**config.mk**
```make
export PLATFORM = sky130hd
export DESIGN_NAME = u2u8_queue
export DESIGN_NICKNAME = d
export VERILOG_FILES = /design/src/sv/u2u8_pkg.sv /design/src/sv/u2u8_queue.sv
export VERILOG_INCLUDE_DIRS = /design/src /design/src/sv
export SDC_FILE = /design/constraint.sdc
export NUM_CORES = 1
export LEC_CHECK = 0
export ABC_CLOCK_PERIOD_IN_PS = 4500
export BUFFER_PORTS_ARGS = -buffer_cell sky130_fd_sc_hd__buf_2
export CAP_MARGIN = 15
export CORE_ASPECT_RATIO = 1.1
export CORE_UTILIZATION = 45
export CTS_CLUSTER_DIAMETER = 30
export DETAILED_ROUTE_END_ITERATION = 6
export GPL_ROUTABILITY_DRIVEN = 0
export PLACE_DENSITY = 0.71
export SYNTH_ARGS = -nofsm -noshare
export SYNTH_HDL_FRONTEND = slang
export SYNTH_SLANG_ARGS = --single-unit
export TNS_END_PERCENT = 1
```
**constraint.sdc**
```tcl
create_clock -name clk_i -period 4.5 [get_ports clk_i]
set_input_delay 1.35 -clock clk_i [delete_from_list [all_inputs] [get_ports clk_i]]
set_output_delay 1.35 -clock clk_i [all_outputs]
set_load 0.02 [all_outputs]
```
**src/sv/utf16_to_utf8_encoder_core_assert.svh**
```systemverilog
// ---------------------------------------------------------------------------
// assertion macros for the utf-16 to utf-8 encoder
// ---------------------------------------------------------------------------
`ifndef UTF16_TO_UTF8_ENCODER_CORE_ASSERT_SVH
`define UTF16_TO_UTF8_ENCODER_CORE_ASSERT_SVH

// checked property, held off while reset is asserted
`define U2U8_ASSERT(name, prop, msg) \
  name: assert property (@(posedge clk_i) disable iff (!rst_ni) (prop)) else $error(msg);

// checked property that must also hold during reset
`define U2U8_ASSERT_ALWAYS(name, prop, msg) \
  name: assert property (@(posedge clk_i) (prop)) else $error(msg);

`endif

```
**src/sv/u2u8_pkg.sv**
```systemverilog
`timescale 1ns / 1ps
// ---------------------------------------------------------------------------
// u2u8_pkg
// types, constants and the code point encoder shared by the encoder modules
// ---------------------------------------------------------------------------
package u2u8_pkg;

  localparam int unsigned UNIT_W      = 16;
  localparam int unsigned BYTE_W      = 8;
  localparam int unsigned CP_W        = 21;
  localparam int unsigned HELD_W      = 10;
  localparam int unsigned MAX_BYTES   = 6;
  localparam int unsigned CNT_W       = 3;
  localparam int unsigned QUEUE_DEPTH = 2;

  // surrogate prefixes on the top six bits of a unit
  localparam logic [5:0] HIGH_SURR_TAG = 6'b110110;
  localparam logic [5:0] LOW_SURR_TAG  = 6'b110111;

  localparam logic [BYTE_W-1:0] LEAD_2 = 8'hC0;
  localparam logic [BYTE_W-1:0] LEAD_3 = 8'hE0;
  localparam logic [BYTE_W-1:0] LEAD_4 = 8'hF0;
  localparam logic [BYTE_W-1:0] CONT   = 8'h80;

  // offset of a supplementary plane as added to the high surrogate bits
  localparam logic [HELD_W:0] PLANE_OFS = 11'h040;

  typedef struct packed {
    logic [3:0][BYTE_W-1:0] b;
    logic [CNT_W-1:0]       len;
  } enc_t;

  // one job: the bytes a single unit produces
  typedef struct packed {
    logic [MAX_BYTES-1:0][BYTE_W-1:0] b;
    logic [CNT_W-1:0]                 cnt;
    logic                             last;
  } job_t;

  function automatic enc_t encode_cp(input logic [CP_W-1:0] c);
    enc_t e;
    e.b = '0;
    if (c[CP_W-1:7] == '0) begin
      e.b[0] = {1'b0, c[6:0]};
      e.len  = 3'd1;
    end else if (c[CP_W-1:11] == '0) begin
      e.b[0] = LEAD_2 | {3'b000, c[10:6]};
      e.b[1] = CONT | {2'b00, c[5:0]};
      e.len  = 3'd2;
    end else if (c[CP_W-1:16] == '0) begin
      e.b[0] = LEAD_3 | {4'b0000, c[15:12]};
      e.b[1] = CONT | {2'b00, c[11:6]};
      e.b[2] = CONT | {2'b00, c[5:0]};
      e.len  = 3'd3;
    end else begin
      e.b[0] = LEAD_4 | {5'b00000, c[20:18]};
      e.b[1] = CONT | {2'b00, c[17:12]};
      e.b[2] = CONT | {2'b00, c[11:6]};
      e.b[3] = CONT | {2'b00, c[5:0]};
      e.len  = 3'd4;
    end
    return e;
  endfunction

endpackage

```
**src/sv/u2u8_queue.sv**
```systemverilog
`timescale 1ns / 1ps
// ---------------------------------------------------------------------------
// u2u8_queue
// short job queue between the front and back halves
// ---------------------------------------------------------------------------
`include "utf16_to_utf8_encoder_core_assert.svh"

module u2u8_queue
  import u2u8_pkg::*;
#(
  parameter int unsigned Depth = QUEUE_DEPTH
) (
  input  logic clk_i,
  input  logic rst_ni,
  input  logic push_i,
  input  job_t push_data_i,
  output logic full_o,
  input  logic pop_i,
  output logic valid_o,
  output job_t pop_data_o
);

  localparam int unsigned PtrW = (Depth > 1) ? $clog2(Depth) : 1;
  localparam int unsigned CntW = $clog2(Depth + 1);
  localparam logic [PtrW-1:0] LastPtr = PtrW'(Depth - 1);

  job_t            mem_q [Depth];
  logic [PtrW-1:0] wr_q, wr_d, rd_q, rd_d;
  logic [CntW-1:0] cnt_q, cnt_d;

  assign full_o     = cnt_q == CntW'(Depth);
  assign valid_o    = cnt_q != '0;
  assign pop_data_o = mem_q[rd_q];

  always_comb begin
    wr_d  = wr_q;
    rd_d  = rd_q;
    cnt_d = cnt_q;
    if (push_i) begin
      wr_d = (wr_q == LastPtr) ? '0 : wr_q + 1'b1;
    end
    if (pop_i) begin
      rd_d = (rd_q == LastPtr) ? '0 : rd_q + 1'b1;
    end
    if (push_i && !pop_i) begin
      cnt_d = cnt_q + 1'b1;
    end else if (pop_i && !push_i) begin
      cnt_d = cnt_q - 1'b1;
    end
  end

  always_ff @(posedge clk_i) begin
    if (push_i) begin
      mem_q[wr_q] <= push_data_i;
    end
  end

  always_ff @(posedge clk_i or negedge rst_ni) begin
    if (!rst_ni) begin
      wr_q  <= '0;
      rd_q  <= '0;
      cnt_q <= '0;
    end else begin
      wr_q  <= wr_d;
      rd_q  <= rd_d;
      cnt_q <= cnt_d;
    end
  end

  `U2U8_ASSERT(a_no_overflow, push_i |-> !full_o || pop_i, "job pushed into full queue")
  `U2U8_ASSERT(a_no_underflow, pop_i |-> valid_o, "job popped from empty queue")

endmodule

```
; Word level (Yosys, flattened, before mapping)
; Memory sizes are Yosys's and may differ from the RTL's.
; Cells that the tools add are included.
[op_classes]
n_addsub = 4
reduce_logical = 6
n_eq_ne = 1
mux = 6
[ops]
columns = op, count
row1 = 2-to-1 mux 1 bit, 4
row2 = 2-to-1 mux 2 bit, 2
row3 = nonzero test 2 bit, 2
row4 = adder 1 bit (second input constant), 2
row5 = adder 2 x 1 -> 2 bit (second input constant), 1
row6 = equality test 2 bit (second input constant), 1
row7 = logical AND 1 bit, 2
row8 = logical NOT 1 bit, 2
row9 = subtractor 2 x 1 -> 2 bit (second input constant), 1
[totals]
input_bits = 56
n_memories = 1
register_bits = 4
ramBits = 104
output_inout_bits = 54
[memory_table]
columns = memory, words, width, rd, rd_clocked_by_memory_dff, write_ports, line_no
row1 = mem_q, 2, 52, 1, 0, 1, u2u8_queue.sv:27  ; job_t mem_q [Depth];

; Depth between registers and ports, before layout
[logic_depth]
ltp_word = 4
ltp_mapped = 5
ltp_nobuf = 5

; Worst setup path after synthesis
; No wires, ideal clock.
[synth_timing]
kind = in2reg
startpoint = input port push_i
endpoint = memory mem_q[0][0] (netlist bit) (enable)
setup_slack_ns = 0.380
cell_stages = 1
required_ns = 4.032
setup_time_ns = 0.468
n_path_buf = 0
t_arrival_ns = 3.652
path_cell_list = nor2b_1
[synth_via]
elab_chain_len = 2
[synth_rtl]
columns = item, line_no
row1 = start: declaration, u2u8_queue.sv:15  ; input logic push_i,
row2 = 2-to-1 mux 1 bit, u2u8_queue.sv:53  ; if (push_i) begin
row3 = 2-to-1 mux 1 bit (implied by the code), u2u8_queue.sv:54  ; mem_q[wr_q] <= push_data_i;
row4 = end: declaration, u2u8_queue.sv:27
; Every way passes these cells.

==> results.md <==
- Status: completed
- Max VDD drop: 0.000516 V
- Worst Tran Pin Value: 0.969 ns
- Worst-path maximum fanout: 53
- Max cap viols: 0
- Clock Path Buffers: 2
- Placed instance area: about 4800 um^2
- Full die area: 9710 um^2
- R2R depth: 2
- Synth area leader: edfxtp_1
- DR vias/cell: 4.76
- Pwr Total: 3.11 mW
- Total CTS buffers: 9
- Iter 0 DRT Violations: 44
- Synth Area in Adders: 0.298%
- Cell variety after synth: 14
- CTS tree: yes
- Final HPWL DP: 3980 um
- Pin count of the biggest net entering global routing: 54
- N_diodes: 0
- Most frequent cells in the layout: 109 x buf_2, 104 x edfxtp_1, 49 x mux2_4
- Mux cell area share after synthesis: 18.4%
- Final instance area: 5000 um^2
- Util after Layout: 55.8%
- Post-Synth Simple-Gate Area: 0.686%
- DR WL/cell: 14.9 um
- Pwr Density: 622 nW/um^2
- Die Y-Extent: 103 um
- Setup Viol. Count Final: 0
- Antenna violations before repair: 0
- Post-Synth XOR/XNOR Area: between 1 and 1.5%
- RSZ-0062 raised after global routing: no
- Synth Register Bits: 108
- Cells after Synth: 178
- First-pass GRT wire length: 8820 um
- Final WL: 6150 um
- Crit path kind: flip-flop to output port
- Place WS: 1.49 ns
- Setup Skew: just under 0.006 ns
- CP startpoint kind: flip-flop
- Yosys top cell area share: 74.5%
- Slew HR: 35.4%
- Port Buf Inserts: approximately 110
- Worst EP arrival: 2.04 ns
- Final hold violation count: 0
- LEAKAGE: 2.02 nW
- Post-CTS setup buffers: 0
- DRC viols: 0
- CTS clk-pin slew, worst paths: 0.09 ns
- Commonest non-fill, non-tap cell in the layout: buf_2
- Clk sink count: 108
- Fin Setup TNS: 0 ns
- Via count: 1967
- Main area contributors after synthesis: edfxtp_1 74%, mux2_4 18%, buf_12 2.4%
- Synthesized net count: 235
- Compound-cell area share of the yosys netlist: 0%
- Non-Filler Instances: a little over 400
- Final WS setup: 1.11 ns
- Yosys warns: 0
- Clk root buf: clkbuf_8
- Fill count: about 730
- H-Tree Depth: 3
- Fin. max-slew vios: 0
- Number of antenna-violating nets in the routed design: 0
- Critical path cell sequence: mux2_2 > buf_2
- CP max stage cell: dfrtp_4
- Seq. cell area: 3230 um^2
- Main combinational cell family by area after synthesis: multiplexers
- Post-cts sizing count: 0
- Vias in the first global route: 1878
- R2R setup slack: 2.66 ns
- Starting Density: 46.8%
- Area taken by multi-input logic gates: 863 um^2
- Hold Crit Depth: 1
- Grt total ovfl: 0
- Minimum clock period: 3.39 ns
- FF-to-FF Start: wr_q$_DFFE_PN0P_
- Mean post-synth cell area: about 24 um^2
- Clk_lat worst skew: 0.35 ns
- Hold WC Path Type: flip-flop to flip-flop
- Worst Setup End Kind: output port
- CP Data Required Time: around 3.2 ns
- Hold-fix buffers, CTS: 0
- Largest stage delay on the critical path: 1.05 ns
- Layout cells sized above 1: about three fifths
- Die width: 94.0 um
- Total GRT Usage: 12.6%
- Top Family by Delay on Critical Path: flip-flops
- NumNets Final: ~350
- Num ports: 110
- HP Start: cnt_q[1]$_DFFE_PN0P_
- Fmax: 0.295 GHz
- Reg-to-reg endpoint: mem_q[1][18]$_DFFE_PP_
- Placed Cells: 397
- Endpoint of the worst hold path: cnt_q[1]$_DFFE_PN0P_
- Share of the yosys chip area belonging to registers: 76.9%
- Layout area overhead: 19.3%
- Drt pass-1 iters: 4
- Row count: 36
- Worst Path Buf+Inv: 1
- Hold slack: 0.494 ns
- Post-synth design cell area: about 4200 um^2
- Core footprint: 8960 um^2
- Final Cycle Share: between 70% and 80%
## sequential cells by signal (all words and copies together) (netlist names)
name   cells
rd_q       1
wr_q       1
cnt_q      2
mem_q    104
## routing by layer
metal	up-vias	track usage [%]	wire (um)
li1	925	-	-
met1	972	14.5	2460
met2	65	21.3	3240
met3	5	4.24	363
met4	0	6.04	89
met5	-	0	0
## worst max-delay path by stage
stage / startpoint / cells after the start / endpoint
after CTS: rd_q$_DFFE_PN0P_ / 2 / pop_data_o[32]
after global routing: rd_q$_DFFE_PN0P_ / 2 / pop_data_o[31]
after detailed placement: rd_q$_DFFE_PN0P_ / 2 / pop_data_o[32]
after global placement: rd_q$_DFFE_PN0P_ / 2 / pop_data_o[32]
after floorplan: push_i / 1 / mem_q[0][0]$_DFFE_PP_
final: rd_q$_DFFE_PN0P_ / 2 / pop_data_o[32]
## kinds of logic after synthesis
kind of cell             Yosys count
adder cells (fa/ha/maj)            1
buffers and inverters              7
XOR/XNOR                           5
AND/OR/NAND/NOR                    5
flip-flops                       108
multiplexers                      52
## report_power, final
part | internal, mW | total [mW] | switching [mW] | leakage [nW]
Sequential | 1.34 | 1.52 | 0.180 | 1.02
Clock | 0.256 | 0.560 | 0.304 | 0.0862
Combinational | 0.525 | 1.03 | 0.509 | 0.908
Total | 2.12 | 3.11 | 0.992 | 2.02
## cells in the mapped netlist
cell      count
ha_1          1
xor2_1        4
mux2_4       49
buf_12        5
nor2b_1       2
xnor2_1       1
or2_2         1
and2_1        1
mux2_2        3
dfrtp_1       4
nor2_1        1
buf_6         1
edfxtp_1    104
inv_1         1
## cell type report
type,instances,area share [%]
Sequential cell,108,64.5
Multi-Input combinational cell,63,17.3
Timing Repair Buffer,111,11.5
Tap cell,114,2.85
Clock buffer,10,2.55
Clock inverter,6,1.30
Inverter,1,0.0750
(Power assumes the default switching activity.)
